$ cat config.mk
export PLATFORM = sky130hd
export DESIGN_NAME = significand_to_decimal_digits_unit
export DESIGN_NICKNAME = d
export VERILOG_FILES = /design/src/design/sdd_pkg.sv /design/src/design/significand_to_decimal_digits_unit.sv /design/src/design/sdd_datapath.sv /design/src/design/sdd_ctrl.sv
export VERILOG_INCLUDE_DIRS = /design/src /design/src/design
export SDC_FILE = /design/constraint.sdc
export NUM_CORES = 1
export LEC_CHECK = 0
export CAP_MARGIN = 10
export CORE_ASPECT_RATIO = 1.4
export CORE_MARGIN = 2
export CORE_UTILIZATION = 65
export CTS_CLUSTER_SIZE = 25
export DETAILED_ROUTE_END_ITERATION = 6
export DONT_BUFFER_PORTS = 1
export PLACE_DENSITY = 0.92
export SLEW_MARGIN = 40
export SYNTH_ARGS = -nofsm -noshare
export SYNTH_HDL_FRONTEND = slang
export SYNTH_SLANG_ARGS = --single-unit
$ cat constraint.sdc
create_clock -name clk -period 4.24 [get_ports clk]
set_clock_uncertainty 0.1 [all_clocks]
set_input_delay 0.848 -clock clk [delete_from_list [all_inputs] [get_ports clk]]
set_output_delay 0.848 -clock clk [all_outputs]
set_load 0.02 [all_outputs]
$ cat src/design/significand_to_decimal_digits_unit_macros.svh
// Assertion macros for the significand to decimal digits unit.
`ifndef SIGNIFICAND_TO_DECIMAL_DIGITS_UNIT_MACROS_SVH
`define SIGNIFICAND_TO_DECIMAL_DIGITS_UNIT_MACROS_SVH
`ifndef NO_ASSERTIONS
// Same-cycle implication, sampled on clk and off while reset is asserted.
`define SDD_ASSERT_IMPL(label, ante, cons) \
	label: assert property (@(posedge clk) disable iff (!arst_n) (ante) |-> (cons)) \
		else $error("assertion failed");
// Next-cycle implication, sampled on clk and off while reset is asserted.
`define SDD_ASSERT_NEXT(label, ante, cons) \
	label: assert property (@(posedge clk) disable iff (!arst_n) (ante) |=> (cons)) \
		else $error("assertion failed");
`else
`define SDD_ASSERT_IMPL(label, ante, cons)
`define SDD_ASSERT_NEXT(label, ante, cons)
`endif
`endif

$ cat src/design/sdd_pkg.sv
// Package with the types and constants of the significand to decimal digits unit.
`timescale 1ns / 1ps
package sdd_pkg;

	localparam int FRACTION_WIDTH = 52;
	localparam int EXP_W          = 12;
	localparam int DIGIT_W        = 4;
	localparam int POS_W          = 6;
	// Product of the fraction by ten carries four integer bits on top.
	localparam int PROD_W         = FRACTION_WIDTH + DIGIT_W;

	// Exponent code that marks a subnormal or zero significand.
	localparam logic signed [EXP_W-1:0] SUBNORMAL_EXP = -12'sd1023;

	typedef struct packed {
		logic [FRACTION_WIDTH-1:0] fraction_bits;
		logic signed [EXP_W-1:0]   exponent;
	} in_beat_t;

	typedef struct packed {
		logic [DIGIT_W-1:0] digit;
		logic [POS_W-1:0]   digit_position;
		logic               last;
	} out_beat_t;

	// Commands from the controller to the datapath.
	typedef struct packed {
		logic load;
		logic step;
	} sdd_cmd_t;

	// Status from the datapath to the controller.
	typedef struct packed {
		logic last;
	} sdd_status_t;

	typedef enum logic [0:0] {
		ST_IDLE,
		ST_EMIT
	} sdd_state_t;

endpackage

$ cat src/design/significand_to_decimal_digits_unit.sv
// Top level of the significand to decimal digits unit.
//
//  channel  | direction | handshake           | beat
//  ---------+-----------+---------------------+--------------------------------------
//  in       | input     | in_valid / in_stall   | fraction_bits, exponent
//  out      | output    | out_valid / out_stall | digit, digit_position, last
//
// An item yields one beat for the integer digit and one beat for each fraction digit
// up to the lowest set fraction bit, so 1 to 53 beats, one per cycle while out is not
// stalled. The single times-ten adder in the datapath produces one digit a cycle and
// sets that rate. The next item is taken in the cycle the final beat leaves.
// Reset is asynchronous and only clears the controller; there is no clearing pass.
// A stall on out holds the current beat and the fraction register unchanged.
`timescale 1ns / 1ps
`include "significand_to_decimal_digits_unit_macros.svh"
module significand_to_decimal_digits_unit (
	input  logic               clk,
	input  logic               arst_n,
	input  logic               in_valid,
	output logic               in_stall,
	input  sdd_pkg::in_beat_t  in_data,
	output logic               out_valid,
	input  logic               out_stall,
	output sdd_pkg::out_beat_t out_data
);
	import sdd_pkg::*;

	// Commands flow from the controller to the datapath, status flows back.
	sdd_cmd_t    cmd;
	sdd_status_t status;

	// The controller owns both handshakes and decides when the datapath loads a
	// new significand or steps to the next digit.
	sdd_ctrl u_ctrl (
		.clk       (clk),
		.arst_n    (arst_n),
		.in_valid  (in_valid),
		.in_stall  (in_stall),
		.out_valid (out_valid),
		.out_stall (out_stall),
		.status    (status),
		.cmd       (cmd)
	);

	// The datapath keeps the remaining fraction and the beat now on offer; each
	// step multiplies the fraction by ten and peels off the integer part.
	sdd_datapath u_datapath (
		.clk      (clk),
		.cmd      (cmd),
		.in_data  (in_data),
		.out_data (out_data),
		.status   (status)
	);

	// A beat that is taken and not final is followed at once by the next digit.
	`SDD_ASSERT_NEXT(a_next_digit, out_valid && !out_stall && !out_data.last, out_valid && out_data.digit_position == $past(out_data.digit_position) + POS_W'(1))
	// An accepted item opens with the integer digit at position zero.
	`SDD_ASSERT_NEXT(a_head_digit, in_valid && !in_stall, out_valid && out_data.digit_position == '0 && out_data.digit <= DIGIT_W'(1))
	// The closing fraction digit is always five.
	`SDD_ASSERT_IMPL(a_final_five, out_valid && out_data.last && out_data.digit_position != '0, out_data.digit == DIGIT_W'(5))
	// No new item is taken while a non-final beat is still on offer.
	`SDD_ASSERT_IMPL(a_no_overlap, out_valid && !out_data.last, in_stall)

endmodule

$ cat src/design/sdd_datapath.sv
// Datapath: fraction register, times-ten adder and the output beat register.
`timescale 1ns / 1ps
module sdd_datapath (
	input  logic                clk,
	input  sdd_pkg::sdd_cmd_t   cmd,
	input  sdd_pkg::in_beat_t   in_data,
	output sdd_pkg::out_beat_t  out_data,
	output sdd_pkg::sdd_status_t status
);
	import sdd_pkg::*;

	logic [FRACTION_WIDTH-1:0] frac_q;
	out_beat_t                 beat_q;
	logic [PROD_W-1:0]         prod;
	logic [PROD_W-1:0]         frac_ext;

	// Ten times the fraction as eight times plus two times.
	assign frac_ext = {{DIGIT_W{1'b0}}, frac_q};
	assign prod     = (frac_ext << 3) + (frac_ext << 1);

	always_ff @(posedge clk) begin
		if (cmd.load) begin
			frac_q                <= in_data.fraction_bits;
			beat_q.digit          <= (in_data.exponent != SUBNORMAL_EXP) ?
				DIGIT_W'(1) : DIGIT_W'(0);
			beat_q.digit_position <= '0;
			beat_q.last           <= (in_data.fraction_bits == '0);
		end else if (cmd.step) begin
			frac_q                <= prod[FRACTION_WIDTH-1:0];
			beat_q.digit          <= prod[PROD_W-1:FRACTION_WIDTH];
			beat_q.digit_position <= beat_q.digit_position + POS_W'(1);
			beat_q.last           <= (prod[FRACTION_WIDTH-1:0] == '0);
		end
	end

	assign out_data    = beat_q;
	assign status.last = beat_q.last;

endmodule

$ cat src/design/sdd_ctrl.sv
// Controller state machine that sequences loading and digit steps.
`timescale 1ns / 1ps
module sdd_ctrl (
	input  logic                 clk,
	input  logic                 arst_n,
	input  logic                 in_valid,
	output logic                 in_stall,
	output logic                 out_valid,
	input  logic                 out_stall,
	input  sdd_pkg::sdd_status_t status,
	output sdd_pkg::sdd_cmd_t    cmd
);
	import sdd_pkg::*;

	sdd_state_t state_q;
	sdd_state_t state_next;
	logic       take_out;
	logic       free;

	always_ff @(posedge clk or negedge arst_n) begin
		if (!arst_n) begin
			state_q <= ST_IDLE;
		end else begin
			state_q <= state_next;
		end
	end

	always_comb begin
		out_valid  = 1'b0;
		take_out   = 1'b0;
		free       = 1'b0;
		cmd        = '0;
		state_next = state_q;
		case (state_q)
			ST_IDLE: begin
				free = 1'b1;
			end
			ST_EMIT: begin
				out_valid = 1'b1;
				take_out  = !out_stall;
				// The final beat leaving frees the datapath in the same cycle.
				free      = take_out && status.last;
				cmd.step  = take_out && !status.last;
				if (free) begin
					state_next = ST_IDLE;
				end
			end
			default: begin
				state_next = ST_IDLE;
			end
		endcase
		cmd.load = in_valid && free;
		if (cmd.load) begin
			state_next = ST_EMIT;
		end
		in_stall = !free;
	end

endmodule

==> impl_metrics.json <==
{
  "syn_nets": 834,
  "drive_gt1_frac": 0.0582,
  "ys_async_sr_fraction": 0.0156,
  "finalWirelength_um": 16600,
  "post-route-drc-count": 0,
  "die_x_um": 84.2,
  "boundaryPins": 81,
  "antenna_left": 0,
  "fmax_ghz": 0.241,
  "num_vias": 5650,
  "numCtsBuffers": 9,
  "cts.clk_slew.worst_paths_ns": 0.06,
  "grt_overflow": 0,
  "setup_violations": 0,
  "grt_pass1_vias": 5482,
  "die_area_um2": 9780,
  "yosysTopAreaCellShare": 0.293,
  "clock_path_buffers": 2,
  "cp_max_fo": 3,
  "fin_area_um2": 6220,
  "required_ns": 4.29,
  "root_buffer": "clkbuf_16",
  "slew_headroom": 0.605,
  "rsz0062_at_grt": "false",
  "place_hpwl_um": 13100,
  "ctsHtreeMaxLevel": 3,
  "grtUsageTotal": 0.340,
  "min_period_ns": 4.15,
  "fin_tns_setup_ns": 0,
  "fin_nets": 819,
  "syn2layout_area_growth_pct": 6.40,
  "worst_pin_slew_ns": 0.586,
  "synth_area_leaders": "edfxtp_1, ha_1, nand2_1, a21oi_1, xnor2_1",
  "drtIter0Drc": 489,
  "synth-seq-area-share": 0.318,
  "hold_path_class": "primary input to async pin",
  "postSynthAreaPerCell_um2": 8.19,
  "gp_congestion": 1.06,
  "die_y_um": 116,
  "syn_area_um2": 5850,
  "firstDrtPassIters": 6,
  "yosysTopAreaCell": "edfxtp_1",
  "place_area_um2": 5900,
  "postSynthCellCount": 714,
  "clkLatencyLatePin_ns": 0.35,
  "ys_ff_latch": 64,
  "start_util": 0.675,
  "path_class": "register to register",
  "hold_buffers": 0,
  "fin_crit_sh": 0.979,
  "grt_max_degree": 42,
  "antenna_cells": 0,
  "yosysWarningCount": 0,
  "cp-start-kind": "register",
  "register_area_um2": 1860,
  "crit_path_end_kind": "register",
  "numClockSinks": 64,
  "row_count": 40,
  "port_buffers": 0,
  "wl_per_cell_um": 20.5,
  "hold_viol": 0,
  "fp.coreArea_um2": 8660,
  "arrival_ns": 4.21,
  "drv_cap": 0,
  "synth_edf_count": 57,
  "nFillCells": 664,
  "antenna_found_initial": 0,
  "maxSlewViolCount": 0,
  "synth_flop_cell": "edfxtp_1",
  "status": "finished, final reports clean",
  "cts_tree": "yes",
  "vias_per_cell": 6.98,
  "grt_pass1_wl_um": 26100,
  "multi_input_area_um2": 3830,
  "synth_cell_types": 68
}
[what timing repair did]
item / in CTS / in global routing
setup buffers: 0 / 0
resized for setup: 0 / 1
endpoints found under the setup margin: 0 / 1
[flip-flops by register name, summed over array words and instances, names as in the netlist]
| register | count |
|---|---|
| u_datapath.status | 1 |
| u_datapath.out_data | 10 |
| u_datapath.frac_q | 52 |
| u_ctrl.state_q | 1 |
[final timing paths]
check                                                    start                                   to  slack, ns  cells past startpoint
max                         u_datapath.frac_q[0]$_SDFFCE_PN0P_          u_datapath.status$_DFFE_PP_       0.09                     13
min                                                     arst_n             u_ctrl.state_q$_DFF_PN0_        0.1                      0
max reg2reg                 u_datapath.frac_q[0]$_SDFFCE_PN0P_          u_datapath.status$_DFFE_PP_       0.09                     13
min reg2reg                u_datapath.out_data[6]$_SDFFE_PP0P_  u_datapath.out_data[6]$_SDFFE_PP0P_       0.51                      2
max in group asynchronous                               arst_n             u_ctrl.state_q$_DFF_PN0_       3.88                      0
min in group clk           u_datapath.out_data[6]$_SDFFE_PP0P_  u_datapath.out_data[6]$_SDFFE_PP0P_       0.51                      2
[per-layer routing]
metal  GRT usage  vias up  part of all wire
met5           0        -                 0
met4       0.165        0             0.042
met3      0.0784       72             0.096
met2       0.604      330              0.50
met1       0.386     2622              0.36
li1            -     2626                 -
[through the flow]
step                      std cells  hold WS [ns]  setup slack, ns   util
after floorplan                 714         0.449            0.745      -
after global placement          793         0.452            0.385  0.681
after detailed placement        793         0.452            0.306  0.681
after CTS                       809        0.0941            0.158  0.718
after global routing            809        0.0906           0.0226  0.719
final                           809        0.0964           0.0871  0.719
[worst max-delay path, stage by stage, from the launching register on]
cell and delay [ns]:
edfxtp_1 0.44, ha_1 0.28, fa_1 0.42, a21o_1 0.24
a22oi_1 0.22, o21ai_1 0.16, a21oi_1 0.30, o21bai_1 0.11
xor2_1 0.16, nor3b_1 0.35, nand4b_1 0.22, nor4bb_2 0.43
nand4b_1 0.19, o41ai_2 0.36
[cell usage after synthesis, types with 3 or more instances]
library cell / number
nor2_1: 57
nand4_1: 21
o21bai_1: 7
xnor2_1: 30
a211oi_1: 6
o211ai_1: 4
o31ai_1: 4
nand2b_1: 5
o21ai_1: 15
inv_1: 12
o21ai_0: 45
and2_1: 4
nor4b_1: 4
edfxtp_1: 57
nand3_1: 15
nand2_1: 138
nor2b_1: 3
nor4_1: 15
clkbuf_1: 27
buf_2: 4
and3_1: 6
dfxtp_1: 6
a21o_1: 17
a31oi_1: 6
a21oi_1: 73
xor2_1: 24
nor3_1: 3
ha_1: 51
or4_1: 4
[logic make-up after synthesis]
logic type,share of synthesized area
adders and majority gates,0.113
muxes,0.00364
AOI/OAI and AO/OA,0.230
xor gates and xnor gates,0.0809
and+or+nand+nor,0.226
buffers and inverters,0.0297
DFF,0.318
[cells in the final DEF (no fill, tap or decap), types with 3 or more instances in the layout]
| cell type | netlist | routed |
|---|---|---|
| dfxtp_1 | 6 | 6 |
| nand4_1 | 21 | 21 |
| a31oi_1 | 6 | 6 |
| inv_1 | 12 | 12 |
| a211oi_1 | 6 | 6 |
| xor2_1 | 24 | 24 |
| nor2b_1 | 3 | 3 |
| nor3_1 | 3 | 3 |
| o21ai_1 | 15 | 15 |
| or4_1 | 4 | 4 |
| nand2b_1 | 5 | 5 |
| and2_1 | 4 | 3 |
| nand2_1 | 138 | 137 |
| o211ai_1 | 4 | 4 |
| nor2_1 | 57 | 57 |
| nor4_1 | 15 | 15 |
| o21bai_1 | 7 | 7 |
| ha_1 | 51 | 51 |
| o21ai_0 | 45 | 45 |
| a21oi_1 | 73 | 73 |
| nor4b_1 | 4 | 4 |
| buf_4 | 1 | 6 |
| o31ai_1 | 4 | 4 |
| edfxtp_1 | 57 | 57 |
| and3_1 | 6 | 6 |
| clkbuf_16 | 0 | 11 |
| a21o_1 | 17 | 17 |
| xnor2_1 | 30 | 30 |
| nand3_1 | 15 | 15 |
[final cells by class]
type | count | area share
Multi-Input combinational cell | 606 | 0.615
Sequential cell | 64 | 0.298
Timing Repair Buffer | 6 | 0.00724
Tap cell | 105 | 0.0211
Clock inverter | 5 | 0.00664
Clock buffer | 11 | 0.0442
Inverter | 12 | 0.00724
Power is not shown: default switching activity piles up to over one toggle a cycle in this logic, so the estimate is an artifact.
